[src/sv/gev_pkg.sv]
// Shared types and constants for the gamepad event to HID report block.
package gev_pkg;

  localparam int unsigned NumButtons = 17;
  localparam int unsigned NumAxes    = 6;
  localparam int unsigned ReportBtns = 13;

  // Button slots in the button state vector.
  localparam logic [4:0] IdxL1     = 5'd4;
  localparam logic [4:0] IdxR1     = 5'd5;
  localparam logic [4:0] IdxSelect = 5'd8;
  localparam logic [4:0] IdxStart  = 5'd9;
  localparam logic [4:0] IdxUp     = 5'd13;
  localparam logic [4:0] IdxDown   = 5'd14;
  localparam logic [4:0] IdxLeft   = 5'd15;
  localparam logic [4:0] IdxRight  = 5'd16;

  // Axis slots (evdev absolute codes).
  localparam logic [2:0] AxLeftX   = 3'd0;
  localparam logic [2:0] AxLeftY   = 3'd1;
  localparam logic [2:0] AxLeftTrg = 3'd2;
  localparam logic [2:0] AxRightX  = 3'd3;
  localparam logic [2:0] AxRightY  = 3'd4;
  localparam logic [2:0] AxRightTrg = 3'd5;

  typedef enum logic [1:0] {
    KIND_BUTTON = 2'd0,
    KIND_AXIS   = 2'd1,
    KIND_CLEAR  = 2'd2,
    KIND_NONE   = 2'd3
  } kind_t;

  // Hat encodings.
  localparam logic [3:0] HatUp        = 4'd0;
  localparam logic [3:0] HatUpRight   = 4'd1;
  localparam logic [3:0] HatRight     = 4'd2;
  localparam logic [3:0] HatDownRight = 4'd3;
  localparam logic [3:0] HatDown      = 4'd4;
  localparam logic [3:0] HatDownLeft  = 4'd5;
  localparam logic [3:0] HatLeft      = 4'd6;
  localparam logic [3:0] HatUpLeft    = 4'd7;
  localparam logic [3:0] HatNeutral   = 4'd8;

  typedef struct packed {
    logic [1:0]         kind;
    logic [9:0]         code;
    logic signed [15:0] value;
  } in_item_t;

  typedef struct packed {
    logic [12:0] button_bits;
    logic [3:0]  hat;
    logic [7:0]  left_x;
    logic [7:0]  left_y;
    logic [7:0]  right_x;
    logic [7:0]  right_y;
    logic [7:0]  left_trigger;
    logic [7:0]  right_trigger;
    logic        usb_mode;
    logic        pairing_mode;
    logic        discoverable;
  } out_item_t;

  // Complete controller state, passed from the state unit to the formatter.
  typedef struct packed {
    logic [NumButtons-1:0]           buttons;
    logic [NumAxes-1:0][15:0]        axes;
    logic                            usb;
    logic                            pairing;
    logic                            discoverable;
  } pad_state_t;

endpackage

[src/sv/gamepad_event_to_hid_report.sv]
// Top level: evdev event stream in, HID gamepad report stream out.
//
// Usage:
//   in_valid/in_ready/in_data carry one evdev event per transaction: a button
//   change, an absolute axis change, a clear of buttons and axes, or a no-op.
//   out_valid/out_ready/out_data carry one HID report per input transaction,
//   built from the controller state after that event was applied.
// Output register: a report is valid the cycle after its event is accepted.
// Throughput: one event per cycle unless the output stalls. The state update and report packing are
//   a single code compare and a field pack ahead of the report register.
// Stall: the report register holds while out_ready is low; in_ready drops
//   only when that register is full and not being drained, so an event is
//   taken in the same cycle the waiting report leaves.
// Reset (rst_n low, synchronous): buttons and axes zero, USB and pairing
//   flags clear, discoverable set; no report pending.
// Mode combos (checked after every button event): SELECT+START toggles USB
//   mode, SELECT+L1 sets pairing and discoverable, SELECT+R1 toggles
//   discoverable, in that order.
module gamepad_event_to_hid_report (
  input  logic               clk,
  input  logic               rst_n,
  input  logic               in_valid,
  output logic               in_ready,
  input  gev_pkg::in_item_t  in_data,
  output logic               out_valid,
  input  logic               out_ready,
  output gev_pkg::out_item_t out_data
);

  logic                accept;
  gev_pkg::pad_state_t state_nxt;
  gev_pkg::out_item_t  report;
  logic                out_valid_r;
  gev_pkg::out_item_t  out_data_r;

  // Report slot is free when empty or draining this cycle.
  assign in_ready = !out_valid_r || out_ready;
  assign accept   = in_valid && in_ready;

  gev_state u_state (
    .clk       (clk),
    .rst_n     (rst_n),
    .accept    (accept),
    .item      (in_data),
    .state_nxt (state_nxt)
  );

  gev_report u_report (
    .state  (state_nxt),
    .report (report)
  );

  always_ff @(posedge clk) begin
    if (!rst_n) begin
      out_valid_r <= 1'b0;
    end else if (in_ready) begin
      out_valid_r <= in_valid;
    end
  end

  // payload register, no reset needed
  always_ff @(posedge clk) begin
    if (accept) begin
      out_data_r <= report;
    end
  end

  assign out_valid = out_valid_r;
  assign out_data  = out_data_r;

endmodule

[src/sv/gev_state.sv]
// Controller state registers and per-event update logic.
module gev_state (
  input  logic                clk,
  input  logic                rst_n,
  input  logic                accept,
  input  gev_pkg::in_item_t   item,
  output gev_pkg::pad_state_t state_nxt
);

  gev_pkg::pad_state_t state_r;

  logic       key_hit;
  logic [4:0] key_idx;

  // evdev key code to button slot
  always_comb begin
    key_hit = 1'b1;
    key_idx = 5'd0;
    unique case (item.code)
      10'h130: key_idx = 5'd0;
      10'h131: key_idx = 5'd1;
      10'h133: key_idx = 5'd2;
      10'h134: key_idx = 5'd3;
      10'h136: key_idx = 5'd4;
      10'h137: key_idx = 5'd5;
      10'h138: key_idx = 5'd6;
      10'h139: key_idx = 5'd7;
      10'h13A: key_idx = 5'd8;
      10'h13B: key_idx = 5'd9;
      10'h13D: key_idx = 5'd10;
      10'h13E: key_idx = 5'd11;
      10'h13C: key_idx = 5'd12;
      10'h220: key_idx = gev_pkg::IdxUp;
      10'h221: key_idx = gev_pkg::IdxDown;
      10'h222: key_idx = gev_pkg::IdxLeft;
      10'h223: key_idx = gev_pkg::IdxRight;
      default: key_hit = 1'b0;
    endcase
  end

  always_comb begin
    logic [gev_pkg::NumButtons-1:0] btn;
    logic sel;
    btn       = state_r.buttons;
    sel       = 1'b0;
    state_nxt = state_r;
    unique case (gev_pkg::kind_t'(item.kind))
      gev_pkg::KIND_BUTTON: begin
        if (key_hit) btn[key_idx] = (item.value != 16'sd0);
        state_nxt.buttons = btn;
        sel = btn[gev_pkg::IdxSelect];
        // combos apply in order: USB, pairing, discoverable toggle
        if (sel && btn[gev_pkg::IdxStart]) state_nxt.usb = ~state_r.usb;
        if (sel && btn[gev_pkg::IdxL1]) begin
          state_nxt.pairing      = 1'b1;
          state_nxt.discoverable = 1'b1;
        end
        if (sel && btn[gev_pkg::IdxR1])
          state_nxt.discoverable = ~state_nxt.discoverable;
      end
      gev_pkg::KIND_AXIS: begin
        if (item.code < 10'(gev_pkg::NumAxes))
          state_nxt.axes[item.code[2:0]] = item.value;
      end
      gev_pkg::KIND_CLEAR: begin
        state_nxt.buttons = '0;
        state_nxt.axes    = '0;
      end
      default: ;
    endcase
  end

  always_ff @(posedge clk) begin
    if (!rst_n) begin
      state_r.buttons      <= '0;
      state_r.axes         <= '0;
      state_r.usb          <= 1'b0;
      state_r.pairing      <= 1'b0;
      state_r.discoverable <= 1'b1;
    end else if (accept) begin
      state_r <= state_nxt;
    end
  end

endmodule

[src/sv/gev_report.sv]
// Packs the controller state into one HID report.
module gev_report (
  input  gev_pkg::pad_state_t state,
  output gev_pkg::out_item_t  report
);

  logic up, down, left, right;
  logic [3:0] hat;

  assign up    = state.buttons[gev_pkg::IdxUp];
  assign down  = state.buttons[gev_pkg::IdxDown];
  assign left  = state.buttons[gev_pkg::IdxLeft];
  assign right = state.buttons[gev_pkg::IdxRight];

  // up+down together cancel; left beats right
  always_comb begin
    priority if (up && !down)
      hat = left ? gev_pkg::HatUpLeft : (right ? gev_pkg::HatUpRight : gev_pkg::HatUp);
    else if (down && !up)
      hat = left ? gev_pkg::HatDownLeft
                 : (right ? gev_pkg::HatDownRight : gev_pkg::HatDown);
    else if (left)
      hat = gev_pkg::HatLeft;
    else if (right)
      hat = gev_pkg::HatRight;
    else
      hat = gev_pkg::HatNeutral;
  end

  function automatic logic [7:0] stick(input logic [15:0] pos);
    return {~pos[15], pos[14:8]};
  endfunction

  function automatic logic [7:0] trig(input logic [15:0] pos);
    return pos[9:2];
  endfunction

  always_comb begin
    report.button_bits   = state.buttons[gev_pkg::ReportBtns-1:0];
    report.hat           = hat;
    report.left_x        = stick(state.axes[gev_pkg::AxLeftX]);
    report.left_y        = stick(state.axes[gev_pkg::AxLeftY]);
    report.right_x       = stick(state.axes[gev_pkg::AxRightX]);
    report.right_y       = stick(state.axes[gev_pkg::AxRightY]);
    report.left_trigger  = trig(state.axes[gev_pkg::AxLeftTrg]);
    report.right_trigger = trig(state.axes[gev_pkg::AxRightTrg]);
    report.usb_mode      = state.usb;
    report.pairing_mode  = state.pairing;
    report.discoverable  = state.discoverable;
  end

endmodule
[config.mk]
export PLATFORM = sky130hd
export DESIGN_NAME = gamepad_event_to_hid_report
export DESIGN_NICKNAME = d
export VERILOG_FILES = /design/src/sv/gev_pkg.sv /design/src/sv/gamepad_event_to_hid_report.sv /design/src/sv/gev_state.sv /design/src/sv/gev_report.sv
export SDC_FILE = /design/constraint.sdc
export NUM_CORES = 1
export LEC_CHECK = 0
export BUFFER_PORTS_ARGS = -buffer_cell sky130_fd_sc_hd__buf_4
export CAP_MARGIN = 10
export CORE_UTILIZATION = 55
export CTS_CLUSTER_SIZE = 12
export DETAILED_ROUTE_END_ITERATION = 7
export PLACE_DENSITY = 0.85
export SYNTH_ARGS = -nofsm -noshare
export SYNTH_HDL_FRONTEND = slang
export SYNTH_SLANG_ARGS = --single-unit
[constraint.sdc]
create_clock -name clk -period 4.3 [get_ports clk]
set_input_delay 0.215 -clock clk [delete_from_list [all_inputs] [get_ports clk]]
set_output_delay 0.215 -clock clk [all_outputs]
set_load 0.02 [all_outputs]
---- Word-level counts from Yosys, hierarchy flattened ----
Index checks and enable logic that the tools add are counted.
Widths: inputs -> output; s select.
operators by class
  add/sub/neg operators ................... 0
  multipliers ............................. 0
  divide/modulo/power cells ............... 0
  $lt $le $gt $ge ......................... 5
  equal/unequal tests ..................... 20
  shift operators ......................... 0
  muxes and demuxes ....................... 26
  bitwise logic cells ..................... 6
  reduce and logical (&&, ||, !) cells .... 17
operators with widths
  cell                  count
  $pmux 96 s2           1
  $eq 10x9->1 const B   13
  $bwmux 96             1
  $mux 96               1
  $pmux 5 s16           1
  $demux 16 s3          1
  $eq 10x10->1 const B  4
  $mux 17               2
  $pmux 17 s2           1
  $mux 4                6
  $bwmux 17             1
  $reduce_or 17->1      1
  $mux 16               1
  $reduce_bool 16->1    1
  $lt 10x3->1 const B   1
  $logic_and 1x1->1     8
  $lt 5x6->1 const B    1
  $mux 3                2
  $not 1->1             6
  $demux 1 s5           1
  $ge 5x1->1 const B    1
  $mux 1                5
  $lt 3x4->1 const B    1
  $mux 2                2
  9 further kinds       11
word-level totals
  register bits after elaboration ......... 185
  latch bits .............................. 0
  bits in writable memories ............... 0
  bits in read-only memories .............. 0
  bits of input ports ..................... 32
  output and inout bits ................... 70
  logic and storage cells ................. 102
  memories kept ........................... 0

---- Logic depth before layout (Yosys ltp) ----
  depth after elaboration ................. 15
  mapped depth ............................ 10
  gate-level depth less buffers ........... 10

---- Modules after synthesis ----
From an unflattened synthesis, not the netlist that was laid out.
unflattened totals
  cell total of the unflattened synthesis .. 1042
  area total of the unflattened synthesis .. 8861.0 µm²
by module, submodules not included
  module                       times used  cells each  area each (µm²)  sequential area each (µm²)
  gev_state                    1           896         6237.2           2322.2
  gamepad_event_to_hid_report  1           73          2099.5           2062.0
  gev_report                   1           73          524.3            0.0

---- Least setup slack after synthesis ----
OpenSTA, ideal clock, no wires.
  kind .................................... flip-flop to flip-flop
  from .................................... register out_valid_r, in the netlist out_valid
  to ...................................... register u_state.state_r[113] (netlist bit)
  library setup time ...................... 0.097 ns
  arrival time ............................ 3.549 ns
  data required time ...................... 4.203 ns
  slack ................................... 0.655 ns
  stages on the path, launching flop included .. 8
  buffers on the path ..................... 2
  period minus slack after synthesis ...... 3.645 ns
  cell sequence ........................... dfxtp_1 > nand2b_1 > nand2_1 > inv_1 > clkbuf_1 > clkbuf_1 > o21ai_0 > a21oi_1
between the ends
  longest elaborated chain between the ends .. 3
ends and longest elaborated chain
  what                    line                               source
  start, declared         gamepad_event_to_hid_report.sv:33  logic out_valid_r;
  start signal, assigned  gamepad_event_to_hid_report.sv:57  out_valid_r <= in_valid;
  $logic_not 1->1         gamepad_event_to_hid_report.sv:37  assign in_ready = !out_valid_r || out_ready;
  $logic_or 1x1->1        gamepad_event_to_hid_report.sv:37
  via in_ready            gamepad_event_to_hid_report.sv:23  output logic in_ready,
  $logic_and 1x1->1       gamepad_event_to_hid_report.sv:38  assign accept = in_valid && in_ready;
  via accept              gamepad_event_to_hid_report.sv:30  logic accept;
  end signal, assigned    gev_state.sv:81                    state_r <= state_nxt;
  end, declared           gev_state.sv:10                    gev_pkg::pad_state_t state_r;
The timed path passes the listed nets, and every way through them passes these cells.
A chain may end at the register's enable or synchronous reset.

---- Final worst setup path ----
  from .................................... register out_valid_r, in the netlist out_valid
  to ...................................... register u_state.state_r[81] (netlist bit)
between the ends
  longest elaborated chain between the ends .. 3
ends and longest elaborated chain
  what               line
  $logic_not 1->1    gamepad_event_to_hid_report.sv:37
  $logic_or 1x1->1   gamepad_event_to_hid_report.sv:37
  $logic_and 1x1->1  gamepad_event_to_hid_report.sv:38
No other way between the ends.

==> reports/summary.txt <==
STA
--------------------------------------------------------------------------------
Final setup TNS                                                             0 ps
Number of failing hold endpoints at the final stage                            0
Final period util                                                         67.14%
Headroom to the max-slew limit                                            34.81%
Count of endpoints failing setup in the final report                           0
Measured slew at the worst slew-check pin                               967.3 ps
Clock skew after layout                                                 5.030 ps
Number of pins exceeding their max-slew limit in the final report              0
RSZ-0062 raised after global routing                                          no
Fmax                                                                   346.4 MHz
Final worst path period need                                             2887 ps

GLOBAL ROUTE
--------------------------------------------------------------------------------
Global-route wire length before repair                                  25.03 mm
Pin count of the biggest net entering global routing                          55
Vias in the first global route                                              5015
Overall global routing resource usage                                     28.01%
Overall overflow remaining after global route                                  0
Number of antenna violations at the first check in global routing              0

SETUP PATH
--------------------------------------------------------------------------------
Crit Path Max Fanout                                                          33
Minimum setup slack among reg-to-reg paths                               1410 ps
Worst-case reg-to-reg path depth                                               7
FF-to-FF End                                                        u_state.state_r[81]
Type of the setup path with the least slack                           reg -> reg
Kind of capture point of the worst setup path                          flip-flop
CP Launch Type                                                         flip-flop
Beginning of the worst register-to-register path                       out_valid
Data arrival at the endpoint of the critical path                        3230 ps
Worst Path Required                                                      4640 ps

HOLD PATH
--------------------------------------------------------------------------------
Worst hold path stage count                                                    3
Worst hold start                                                        in_valid
WHS Endpoint                                                           out_valid
Min-Delay Path Class                                                   in -> reg

SYNTHESIS
--------------------------------------------------------------------------------
Avg Inst Size Synth                                                   10.03 um^2
Leading cell types by total area after synthesis                    sky130_fd_sc_hd__edfxtp_1, sky130_fd_sc_hd__dfxtp_1, sky130_fd_sc_hd__a22oi_1
Share of the yosys chip area belonging to registers                       54.80%
Flop and latch count out of synthesis                                        137
Number of enable-type register cells in the synthesized netlist               68
Post-Syn Nets                                                                661
YS warnings                                                                    0
Cell accounting for the most synthesized area                       sky130_fd_sc_hd__edfxtp_1
Cells after Synth                                                            623
Mapped Area                                                            6247 um^2
Post-synth ARST share                                                         0%
Most common flop cell mapped by yosys                               sky130_fd_sc_hd__dfxtp_1
Cell variety after synth                                                      60
Share of Yosys cell area claimed by the top area cell type                32.69%

PLACED DESIGN
--------------------------------------------------------------------------------
Placed wire-length estimate                                             10.51 mm
Buffers added on ports                                                       101
Placer Congestion                                                         0.9315
# placed instances                                                           826

CLOCK TREE
--------------------------------------------------------------------------------
H-tree levels                                                                  4
Hold-fix buffers, CTS                                                          0
Count of buffers added by post-CTS timing repair for setup                     0
Number of buffers inserted during clock tree synthesis                        17
TritonCTS sink count                                                         137
Worst-path clk slew                                                        70 ps
CTS root buf                                                        sky130_fd_sc_hd__clkbuf_16
Longest Clk Path Bufs                                                          2
Worst-Skew Late Latency                                                   420 ps
CTS tree                                                                   built
CTS resizes                                                                    0

FINAL LAYOUT
--------------------------------------------------------------------------------
Ant diodes                                                                     0
Number of nets in the layout                                                 743
Fraction of final layout cells sized beyond drive strength 1              23.12%
Area used by multi-input combinational logic                           2604 um^2
Synth-to-Final Area Change                                                22.93%
Most used cells in the layout excluding fill and tap cells          sky130_fd_sc_hd__buf_4, sky130_fd_sc_hd__nand2_1, sky130_fd_sc_hd__nor2_1, sky130_fd_sc_hd__dfxtp_1, sky130_fd_sc_hd__edfxtp_1
Leading cell type in the layout, fill and taps excluded             sky130_fd_sc_hd__buf_4
Cell Count, Final, Fillers Out                                               858
Filler Cells Inserted                                                        780
Register Area                                                          3423 um^2

DRT
--------------------------------------------------------------------------------
Final WL                                                                15.98 mm
Post-detailed-route wirelength per cell                                 18.63 um
Number of DRC violations after detailed routing                                0
Via total after detailed routing                                            5367
Drt first-iter violations                                                    620
Number of iterations in the first detailed-routing pass                        5
Post-route antenna net violation count                                         0
Vias per Instance                                                          6.255

STATUS
--------------------------------------------------------------------------------
Status                                                                 completed

FLOORPLANNING
--------------------------------------------------------------------------------
Die Footprint                                                         11790 um^2
Num rows                                                                      38
Top-level I/O count                                                          102
Initial Utilization                                                       57.13%
CORE AREA                                                             10940 um^2
Vertical extent of the die                                              108.6 um
Die outline width                                                       108.6 um

POWER AND IR DROP
--------------------------------------------------------------------------------
Lkg Pwr                                                              0.002930 uW
Power density normalized to cell area                               419.0 nW/um^2
Peak ir drop on the vdd network                                        0.2144 mV

FLOW RUN
--------------------------------------------------------------------------------
Number of max-cap violations                                                   0

through the flow:
stage | hold slack [ps] | power, uW | utilization, % | area (um^2) | setup WS [ps]
floorplan | 344.5 | 1620 | - | 6247 | 654.5
global placement | 440.0 | 1729 | 64.59 | 7063 | 1396
detailed placement | 465.7 | 1738 | 64.59 | 7063 | 1254
CTS | 42.62 | 3222 | 70.23 | 7680 | 1455
global route | 58.28 | 3301 | 70.23 | 7680 | 1222
finish | 51.25 | 3218 | 70.23 | 7680 | 1413
worst max-delay path by stage:
stage	start	to	slack [ps]	depth (start not counted)
3_5_place_dp	in_data[1]	out_data[54]	1250	8
5_1_grt	out_valid	u_state.state_r[81]	1220	7
3_3_place_gp	in_data[1]	out_data[54]	1400	8
6_report	out_valid	u_state.state_r[81]	1410	7
4_1_cts	out_valid	u_state.state_r[81]	1460	7
2_1_floorplan	out_valid	u_state.state_r[113]	650	7
flip-flops by register name, indices dropped and copies added, names as in the netlist:
signal	flops
out_data	68
out_valid	1
u_state.state_r	68
Yosys cell counts, drive strengths merged (2+ instances only):
cell / count
nor4: 9
a21oi: 43
nor3: 4
dfxtp: 69
nand2b: 9
o211ai: 3
o22ai: 4
and4b: 2
a31o: 2
inv: 13
a22oi: 50
or2: 2
o21ba: 3
o21a: 4
a41o: 2
nand4: 5
o31ai: 4
nand3: 7
clkbuf: 31
nand2: 89
nor2b: 7
mux2: 7
mux2i: 19
o211a: 4
nor4b: 3
edfxtp: 68
buf: 14
o21ai: 17
o22a: 2
ha: 6
nor2: 81
a31oi: 7
and3: 10
or4: 6
power by group:
group          leakage (uW)  switching (uW)  total, uW  internal [uW]
sequential          0.00124            16.0       1430           1410
combinational       0.00139             194        288           94.4
clock              0.000306             636       1500            867
worst max-delay path: stages (launching register included):
cell and delay (ps):
sky130_fd_sc_hd__dfxtp_1 330, sky130_fd_sc_hd__nand2b_1 90, sky130_fd_sc_hd__nand2_1 490, sky130_fd_sc_hd__clkinv_2 640, sky130_fd_sc_hd__buf_4 450, sky130_fd_sc_hd__o21ai_1 380
sky130_fd_sc_hd__a22oi_1 220, sky130_fd_sc_hd__nor2_1 180
per-layer routing:
metal	vias up	global-route usage, %	share of wire (%)
met5	-	0	0
met4	0	13.80	2.8
met3	48	6.450	9.2
met2	341	43.76	48
met1	2546	36.56	40
li1	2432	-	-
cells by family (layout without fill, tap and decap cells):
| family | after synthesis | count (layout) | share of synthesized area [%] |
|---|---|---|---|
| AND/OR/NAND/NOR | 240 | 240 | 18.87 |
| multiplexers | 26 | 26 | 4.366 |
| buffers and inverters | 58 | 153 | 3.845 |
| AO/OA/AOI/OAI | 155 | 155 | 16.78 |
| XOR/XNOR | 1 | 1 | 0.1402 |
| flip-flops | 137 | 137 | 54.80 |
| adder cells (fa/ha/maj) | 6 | 6 | 1.202 |
layout make-up:
class	count	share of cell area (%)
inverter	13	0.6517
timing repair buffer	108	10.56
multi-input combinational	428	33.90
tap	140	2.281
clock buffer	18	5.865
clock inverter	14	2.167
sequential	137	44.57
Power figures use the tool's default switching activity.
